===== config.mk =====
export PLATFORM = sky130hd
export DESIGN_NAME = aoce_ctrl
export DESIGN_NICKNAME = d
export VERILOG_FILES = /design/src/hw/rtl/assert_macros.svh /design/src/hw/rtl/aoce_pkg.sv /design/src/hw/rtl/aoce_ctrl.sv
export SDC_FILE = /design/constraint.sdc
export NUM_CORES = 1
export LEC_CHECK = 0
export ABC_AREA = 1
export BUFFER_PORTS_ARGS = -buffer_cell sky130_fd_sc_hd__buf_2
export CAP_MARGIN = 20
export CORE_MARGIN = 2
export CORE_UTILIZATION = 30
export CTS_CLUSTER_DIAMETER = 100
export DETAILED_ROUTE_END_ITERATION = 10
export PLACE_DENSITY = 0.72
export SYNTH_ARGS = -nofsm -noshare
export SYNTH_HDL_FRONTEND = slang
export SYNTH_SLANG_ARGS = --single-unit

===== constraint.sdc =====
create_clock -name clk -period 3 [get_ports clk]
set_clock_uncertainty 0.1 [all_clocks]
set_input_delay 0.3 -clock clk [delete_from_list [all_inputs] [get_ports clk]]
set_output_delay 0.3 -clock clk [all_outputs]
set_load 0.05 [all_outputs]

===== src/hw/rtl/assert_macros.svh =====
// assertion macros used by the top-level rtl file
`ifndef ASSERT_MACROS_SVH
`define ASSERT_MACROS_SVH

// property that must hold at every clock edge outside reset
`define AOCE_ASSERT(lbl, prop, msg) \
  lbl: assert property (@(posedge clk) disable iff (!rst_n) prop) else $error(msg);

// condition that must never be seen outside reset
`define AOCE_NEVER(lbl, cond, msg) \
  `AOCE_ASSERT(lbl, !(cond), msg)

`endif


===== src/hw/rtl/aoce_pkg.sv =====
// shared constants, codes and types of the open and closed search store
package aoce_pkg;

  localparam int GRID_SIDE    = 32;
  localparam int TIME_HORIZON = 64;
  localparam int OPEN_DEPTH   = 256;

  localparam int CELL_W   = 5;
  localparam int TIME_W   = 6;
  localparam int F_W      = 8;
  localparam int H_W      = 7;
  localparam int PT_W     = 7;
  localparam int CNT_W    = 9;
  localparam int OPEN_AW  = 8;
  localparam int KEY_AW   = 2 * CELL_W;
  localparam int CLOSED_W = 17;
  localparam int IN_W     = 40;
  localparam int OUT_W    = 72;

  localparam logic [1:0] CMD_PUSH  = 2'd0;
  localparam logic [1:0] CMD_POP   = 2'd1;
  localparam logic [1:0] CMD_CLOSE = 2'd2;
  localparam logic [1:0] CMD_CHECK = 2'd3;

  localparam logic [1:0] STS_OK      = 2'd0;
  localparam logic [1:0] STS_EMPTY   = 2'd1;
  localparam logic [1:0] STS_FULL    = 2'd2;
  localparam logic [1:0] STS_HORIZON = 2'd3;

  typedef struct packed {
    logic [PT_W-1:0]   ptime;
    logic [CELL_W-1:0] pcol;
    logic [CELL_W-1:0] prow;
    logic [F_W-1:0]    f;
    logic [TIME_W-1:0] ntime;
    logic [CELL_W-1:0] col;
    logic [CELL_W-1:0] row;
  } entry_t;

  // commands from the controller to the datapath
  typedef struct packed {
    logic clr;
    logic take;
    logic push;
    logic pop_empty;
    logic key_rd;
    logic key_fin;
    logic scan_init;
    logic scan;
    logic shift_init;
    logic shift;
    logic shift_fin;
    logic test;
  } ctl_t;

  // status from the datapath to the controller
  typedef struct packed {
    logic       clr_last;
    logic [1:0] cmd;
    logic       size_zero;
    logic       scan_done;
    logic       shift_done;
    logic       pop_again;
  } sts_t;

endpackage


===== src/hw/rtl/aoce_ctrl.sv =====
// controller state machine that sequences each command
module aoce_ctrl (
  input  logic           clk,
  input  logic           rst_n,
  input  logic           in_tvalid,
  output logic           in_tready,
  output logic           out_tvalid,
  input  logic           out_tready,
  input  aoce_pkg::sts_t sts,
  output aoce_pkg::ctl_t ctl
);
  import aoce_pkg::*;

  localparam logic [2:0] S_CLR   = 3'd0;
  localparam logic [2:0] S_IDLE  = 3'd1;
  localparam logic [2:0] S_DISP  = 3'd2;
  localparam logic [2:0] S_KEY   = 3'd3;
  localparam logic [2:0] S_SCAN  = 3'd4;
  localparam logic [2:0] S_SHIFT = 3'd5;
  localparam logic [2:0] S_TEST  = 3'd6;
  localparam logic [2:0] S_OUT   = 3'd7;

  logic [2:0] state_r, state_nxt;

  always_comb begin
    ctl        = '0;
    in_tready  = 1'b0;
    out_tvalid = 1'b0;
    state_nxt  = state_r;
    unique case (state_r)
      S_CLR: begin
        ctl.clr = 1'b1;
        if (sts.clr_last) state_nxt = S_IDLE;
      end
      S_IDLE: begin
        in_tready = 1'b1;
        if (in_tvalid) begin
          ctl.take  = 1'b1;
          state_nxt = S_DISP;
        end
      end
      S_DISP: begin
        unique case (sts.cmd)
          CMD_PUSH: begin
            ctl.push  = 1'b1;
            state_nxt = S_OUT;
          end
          CMD_POP: begin
            if (sts.size_zero) begin
              ctl.pop_empty = 1'b1;
              state_nxt     = S_OUT;
            end else begin
              ctl.scan_init = 1'b1;
              state_nxt     = S_SCAN;
            end
          end
          CMD_CLOSE, CMD_CHECK: begin
            ctl.key_rd = 1'b1;
            state_nxt  = S_KEY;
          end
          default: state_nxt = S_OUT;
        endcase
      end
      S_KEY: begin
        ctl.key_fin = 1'b1;
        state_nxt   = S_OUT;
      end
      S_SCAN: begin
        ctl.scan = 1'b1;
        if (sts.scan_done) begin
          ctl.shift_init = 1'b1;
          state_nxt      = S_SHIFT;
        end
      end
      S_SHIFT: begin
        ctl.shift = 1'b1;
        if (sts.shift_done) begin
          ctl.shift_fin = 1'b1;
          state_nxt     = S_TEST;
        end
      end
      S_TEST: begin
        ctl.test = 1'b1;
        if (sts.pop_again) begin
          ctl.scan_init = 1'b1;
          state_nxt     = S_SCAN;
        end else begin
          state_nxt = S_OUT;
        end
      end
      S_OUT: begin
        out_tvalid = 1'b1;
        if (out_tready) state_nxt = S_IDLE;
      end
      default: state_nxt = S_CLR;
    endcase
  end

  always_ff @(posedge clk) begin
    if (!rst_n) begin
      state_r <= S_CLR;
    end else begin
      state_r <= state_nxt;
    end
  end

endmodule


==> results of run 1 <==
==> cell usage after synthesis (2+ instances only) <==
library cell  instances  area (sq um)
nand4_1               4          25.0
nor2_2                2          12.5
inv_2                 2          7.51
nor3_1                4          20.0
buf_6                 2          22.5
nor2_1                7          26.3
inv_1                13          48.8
nand2_2               2          12.5
a21oi_1               2          10.0
nand2_1              11          41.3
nor4_1                2          12.5
nand3_1               6          30.0
dfxtp_1               3          60.1
==> logic make-up (layout without fill, tap and decap cells) <==
logic type | after synthesis | in the layout | share of synthesized area
AO/OA/AOI/OAI | 5 | 5 | 0.0772
AND/OR/NAND/NOR | 42 | 42 | 0.566
flip-flops | 3 | 3 | 0.154
buffers and inverters | 17 | 43 | 0.203
==> power by group through the flow <==
stage	Clock (mW)	Sequential (mW)	Combinational, mW
after floorplan	0	0.0773	0.403
after global placement	0	0.108	0.435
after detailed placement	0	0.108	0.435
after CTS	0.0739	0.107	0.436
after global routing	0.0768	0.113	0.478
final	0.0737	0.109	0.435
==> through the flow <==
stage / cells / setup slack (ns) / instance area, sq um
final: 107 / 1.04 / 531
after global routing: 107 / 0.931 / 531
after CTS: 107 / 1.05 / 531
after detailed placement: 103 / 1.31 / 504
after global placement: 103 / 1.31 / 504
after floorplan: 67 / 0.547 / 389
==> worst paths after layout <==
kind / cells past startpoint / endpoint / slack, ns
worst max-delay path: 3 / ctl[1] / 1.04
worst min-delay path: 3 / state_r[1] / 0.21
worst max register to register: 7 / state_r[1] / 1.51
worst min register to register: 3 / state_r[2] / 0.64
==> tightest hold or removal path: cells and delay by family <==
family	cells	cell delay, ns
simple gates	2	0.10
buf+inv	1	0.11
==> layer usage <==
layer	part of all wire	global-route usage	up-vias
li1	-	-	271
met1	0.49	0.177	202
met2	0.42	0.202	17
met3	0.059	0	4
met4	0.030	0.0948	0
met5	0	0	-
==> final cells by class <==
class / instances / share of cell area
flip-flops and latches: 3 / 0.113
well taps: 14 / 0.0330
multi-input cells: 47 / 0.472
inverters: 15 / 0.106
repair buffers: 24 / 0.226
clock buffers: 4 / 0.0495
==> impl_results.md, run 1 <==
- Synth Net Count: 78
- Hold_ws: between 0.2 and 0.25 ns
- Total GRT Usage: 0.131
- Hold Path Class: input port to register
- Vias: between 400 and 500
- CP Launch Type: register
- Largest net degree at the start of global routing: 13
- Dpl hpwl: ~780 microns
- Overall routed net length: 949 microns
- Slew @ Worst Pin: 0.406 ns
- PostCTS Resize Cnt: 0
- Yosys warns: 0
- Die area: between 1500 and 2000 sq um
- Fin nets: roughly 110
- Critical Path Start: state_r[2]
- First-pass GRT wire length: 1.44 mm
- Root Driver: clkbuf_4
- Biggest register: state_r
- Die Y: ~40 microns
- Worst-path cell chain: inv_2 -> nor4_1 -> buf_2
- Logic pwr share: 0.705
- Share of cells above drive strength 1: 0.387
- Flops & latches, synth: 3
- Worst Path Required: roughly 2.6 ns
- RSZ-0062 raised after global routing: false
- Reg area: roughly 60 sq um
- Worst r2r src: state_r[2]
- DRC: 0
- Leakage: around 0.33 nW
- Area occupied by multi-input gates: between 200 and 300 sq um
- CORE AREA: 1160 sq um
- Average size of a mapped cell: just under 6 sq um
- Fillcell total: roughly 130
- CP peak stage delay: roughly 0.56 ns
- Bufs on Longest Clock Path: 2
- Critical path arrival: between 1.5 and 2 ns
- Post-synth top flop: dfxtp_1
- Hold buffer count at CTS: 0
- Starting DRT DRC Count: 12
- Most frequent cells in the layout: buf_2 (24), inv_1 (13), nand2_1 (11)
- Period utilisation layout: 0.655
- Row cnt: 12
- Post-synthesis cell count: between 60 and 70
- Minimum clock period: 1.96 ns
- Routed length per placed instance: approximately 8.9 microns
- Critical Path Fanout Max: 10
- Commonest non-fill, non-tap cell in the layout: buf_2
- Max-slew headroom: 0.729
- Max frequency: around 510 MHz
- Synth async-reset ratio: 0
- DRT Pass-1 Iters: 4
- Die width: approximately 40 microns
- Worst setup EP type: primary output
- Sw frac: 0.639
- Worst-path clk slew: about 0.040 ns
- Buf/Inv on CP: 2
- Maximum VDD drop: just over 0.0006 V
- Post-synth EDFFs: 0
- Clock buffer count from CTS: 3
- Worst-Skew Late Latency: ~0.24 ns
- Hold path startpoint: rst_n
- Slowest-stage cell, CP: dfxtp_1
- Register area share after synthesis: 0.154
- Grt ovf: 0
- Initial Util: 0.337
- Post-CTS Setup Inserts: 0
- Part of the power in registers: 0.176
- Vias in the first global route: ~350
- Final Setup Violations: 0
- PD cells: 1160 nW/um^2
- P_sw: ~0.39 mW
- Crit Path Category: register to primary output
- Area growth, synth to finish: 36.3%
- H-tree Lvls: 1
- CTS tree: yes
- Post-synth cell types: 20
- Total of max-cap violations: 0
- Final Hold Viols: 0
- Post-Route Utilization: 0.459
- Vias/cell: around 4.6
- Clock power frac: 0.119
- Ant. Diodes: 0
- Detail Route Antenna Nets: 0
- Number of port buffers: 24
- PnR Total Power: between 0.6 and 0.7 mW
- Max reg flops: 3
- Setup TNS: 0 ns
- Routability congestion estimate: 0.813
- Internal power: about 0.22 mW
- Top delay family on crit path: flip-flops
- Regs by FF count: state_r x3
- Initial antenna violation count: 0
- IO Count: 25
- Max Slew Vio Count: 0
- Clock Sinks: 3
- Cell Area, Synth: slightly below 400 sq um
- Status: finished, final reports clean
Power figures use the tool's default switching activity.
==> inputs of run 2 (changes only) <==
--- a/config.mk
+++ b/config.mk
@@ -5,14 +5,14 @@
 export SDC_FILE = /design/constraint.sdc
 export NUM_CORES = 1
 export LEC_CHECK = 0
-export ABC_AREA = 1
+export ABC_AREA = 0
 export BUFFER_PORTS_ARGS = -buffer_cell sky130_fd_sc_hd__buf_2
 export CAP_MARGIN = 20
-export CORE_MARGIN = 2
-export CORE_UTILIZATION = 30
+export CORE_AREA = 2 2 39 41
 export CTS_CLUSTER_DIAMETER = 100
 export DETAILED_ROUTE_END_ITERATION = 10
-export PLACE_DENSITY = 0.72
+export DIE_AREA = 0 0 41 43
+export PLACE_DENSITY = 0.65
 export SYNTH_ARGS = -nofsm -noshare
 export SYNTH_HDL_FRONTEND = slang
 export SYNTH_SLANG_ARGS = --single-unit
==> constraint.sdc (replaced) <==
create_clock -name clk -period 1.82 [get_ports clk]
set_clock_uncertainty 0.1 [all_clocks]
set_input_delay 0.182 -clock clk [delete_from_list [all_inputs] [get_ports clk]]
set_output_delay 0.182 -clock clk [all_outputs]
set_load 0.05 [all_outputs]
==> run 2 against run 1 <==
Sequential cell count is the same. Highest routed layer is now met3. Largest power group unchanged. Clock power rose by 57%. First-iteration DRC count decreased by 83%. Critical path depth increased by 1. Count of clock-buffer cells in the layout did not move. Combinational power shrank 61%. Synthesized cell count is 36% lower.
==> impl_results.md, run 2 <==
- Row cnt: 14
- DRC: 0
- Die Y: 43 microns
- Hold EP: state_r[0]
- Part of the power in registers: 0.253
- Max reg flops: 3
- Compound-Gate Fraction of Synth Area: 0.180
- Final Setup Violations: 0
- Leakage: between 0.2 and 0.3 nW
- Regs by FF count: state_r x3
- Die area: 1760 sq um
- R2r setup slk: approximately 0.52 ns
- Hold buffer count at CTS: 0
- Vias: 379
- Post-synthesis cell count: 43
- PnR Total Power: between 0.3 and 0.4 mW
- Total of max-cap violations: 0
- Internal power: about 0.21 mW
- XOR/XNOR Fraction of Synth Area: 0
- R2R cell count: 2
- Post-CTS Setup Inserts: 0
- Starting DRT DRC Count: 2
- Ant. Diodes: 0
- CP Launch Type: register
- Flops & latches, synth: 3
- Most frequent cells in the layout: buf_2 (24), inv_1 (5)
- Fin nets: between 80 and 90
- Hold Path Class: input port to register
- Detail Route Antenna Nets: 0
- Top-area cell type share of the netlist area: 0.188
- Largest family of logic cells by synthesized area: simple AND/OR/NAND/NOR gates
- Die width: slightly above 40 microns
- Commonest non-fill, non-tap cell in the layout: buf_2
- Initial Util: 0.231
- Number of port buffers: 24
- Area growth, synth to finish: 55.3%
- Dpl hpwl: about 700 microns
- Overall routed net length: 876 microns
- Grt ovf: 0
- Synth Net Count: 54
- Reg2Reg Capture Point: state_r[0]
- Post-synth EDFFs: 0
- Worst setup margin: 0.120 ns
- Final Hold Viols: 0
- Status: finished, final reports clean
- CTS tree: yes
- Hold path startpoint: rst_n
- Most frequent cell after synthesis: inv_1
- Max-slew headroom: 0.830
- Worst Hold Depth: 3
- IO Count: 25
- Critical path arrival: about 1.4 ns
- Critical Path Fanout Max: 9
- Share of cells above drive strength 1: 0.536
- Average size of a mapped cell: approximately 7.4 sq um
- Synth async-reset ratio: 0
- Biggest register: state_r
- Cell Area, Synth: 319 sq um
- Clock Sinks: 3
- P_sw: 0.166 mW
- Synth top area cells: dfxtp_1 (19%), nor3b_2 (12%), mux4_2 (7.1%)
- Root Driver: clkbuf_4
- Logic pwr share: 0.442
- Bufs on Longest Clock Path: 2
- Vias in the first global route: between 300 and 400
- Simple-gate area share of the yosys netlist: 0.424
- Pre-CTS WS: between 0.2 and 0.25 ns
- Clock power frac: 0.305
- Period utilisation layout: 0.934
- H-tree Lvls: 1
- CORE AREA: approximately 1400 sq um
- Post-synth top flop: dfxtp_1
- Worst-path clk slew: 0.04 ns
- Clock buffer count from CTS: 3
- Yosys warns: 0
- Crit Path Category: register to primary output
- Max frequency: 588 MHz
- Initial antenna violation count: 0
- Worst setup EP type: primary output
- Total GRT Usage: 0.105
- Worst r2r src: state_r[0]
- Largest net degree at the start of global routing: 14
- Synth Area in Adders: 0
- Max Slew Vio Count: 0
- DRT Pass-1 Iters: 2
- Vias/cell: between 4 and 5
- Worst-Skew Late Latency: roughly 0.23 ns
- Maximum VDD drop: a little over 0.0003 V
- Routed length per placed instance: slightly above 10 microns
- Sw frac: 0.437
- Routability congestion estimate: roughly 0.73
- Worst Path Required: about 1.5 ns
- First-pass GRT wire length: between 1 and 1.5 mm
- Mux cell area share after synthesis: 0.102
- Register area share after synthesis: 0.188
- RSZ-0062 raised after global routing: false
- Slew @ Worst Pin: 0.255 ns
- Largest area contributor in the netlist: dfxtp_1
- Post-synth cell types: 21
- PD cells: 768 nW/um^2
- Minimum clock period: between 1.5 and 2 ns
run 2: changes by cell type after synthesis, moves of 3 or more:
cell,before,now
inv_1,13,5
nor3b_2,0,3
and2_1,0,3
buf_2,0,3
nand4_1,4,0
nand2_1,11,3
nor2_1,7,3
nand3_1,6,0
run 2: final cells by class:
cell class                      count  area (sq um)
Timing Repair Buffer               25           128
Sequential cell                     3          62.6
Multi-Input combinational cell     32           240
Fill cell                         158           888
Tap cell                           16          20.0
Clock buffer                        4          26.3
Inverter                            5          18.8
run 2: how the worst max path moves through the flow:
stage | slack [ns] | from | cells past startpoint | to
floorplan | -0.24 | state_r[2] | 4 | ctl[1]
global placement | 0.24 | sts[5] | 5 | ctl[5]
detailed placement | 0.24 | sts[5] | 5 | ctl[5]
CTS | 0.03 | state_r[2] | 4 | ctl[1]
global route | 0.02 | state_r[2] | 4 | ctl[8]
finish | 0.12 | state_r[2] | 4 | ctl[8]
run 2: metrics by stage:
step / instances / util / hold WS [ns] / setup TNS, ns / area, sq um
after floorplan: 43 / - / 0.234 / -0.715 / 334
after global placement: 81 / 0.337 / 0.363 / 0 / 467
after detailed placement: 81 / 0.337 / 0.370 / 0 / 467
after CTS: 85 / 0.356 / 0.123 / 0 / 493
after global routing: 85 / 0.358 / 0.161 / 0 / 495
final: 85 / 0.358 / 0.128 / 0 / 495
run 2: logic make-up after synthesis:
group	Yosys count
AO/OA/AOI/OAI	9
multiplexers	2
buffers and inverters	8
AND/OR/NAND/NOR	21
flip-flops	3
run 2: worst max-delay path, cell delays in order (launching register included):
cell and delay (ns):
dfxtp_2 0.35, inv_1 0.19, nand3b_1 0.18, nor3_2 0.18, buf_2 0.28
run 2: timing repair:
action / in CTS / in global routing
resized for setup: 0 / 2
hold endpoints to repair: 0 / 0
endpoints found under the setup margin: 0 / 4
run 2: power groups by stage:
| stage | combinational (mW) | clock [mW] | sequential (mW) |
|---|---|---|---|
| detailed placement | 0.169 | 0 | 0.0972 |
| finish | 0.168 | 0.116 | 0.0964 |
| floorplan | 0.143 | 0 | 0.0808 |
| global placement | 0.167 | 0 | 0.0961 |
| CTS | 0.170 | 0.122 | 0.0961 |
| global route | 0.180 | 0.131 | 0.101 |
run 2: metal layers:
layer  part of all wire  track usage
met5                  0            0
met4                  0       0.0600
met3              0.065       0.0157
met2               0.49        0.156
met1               0.44        0.135
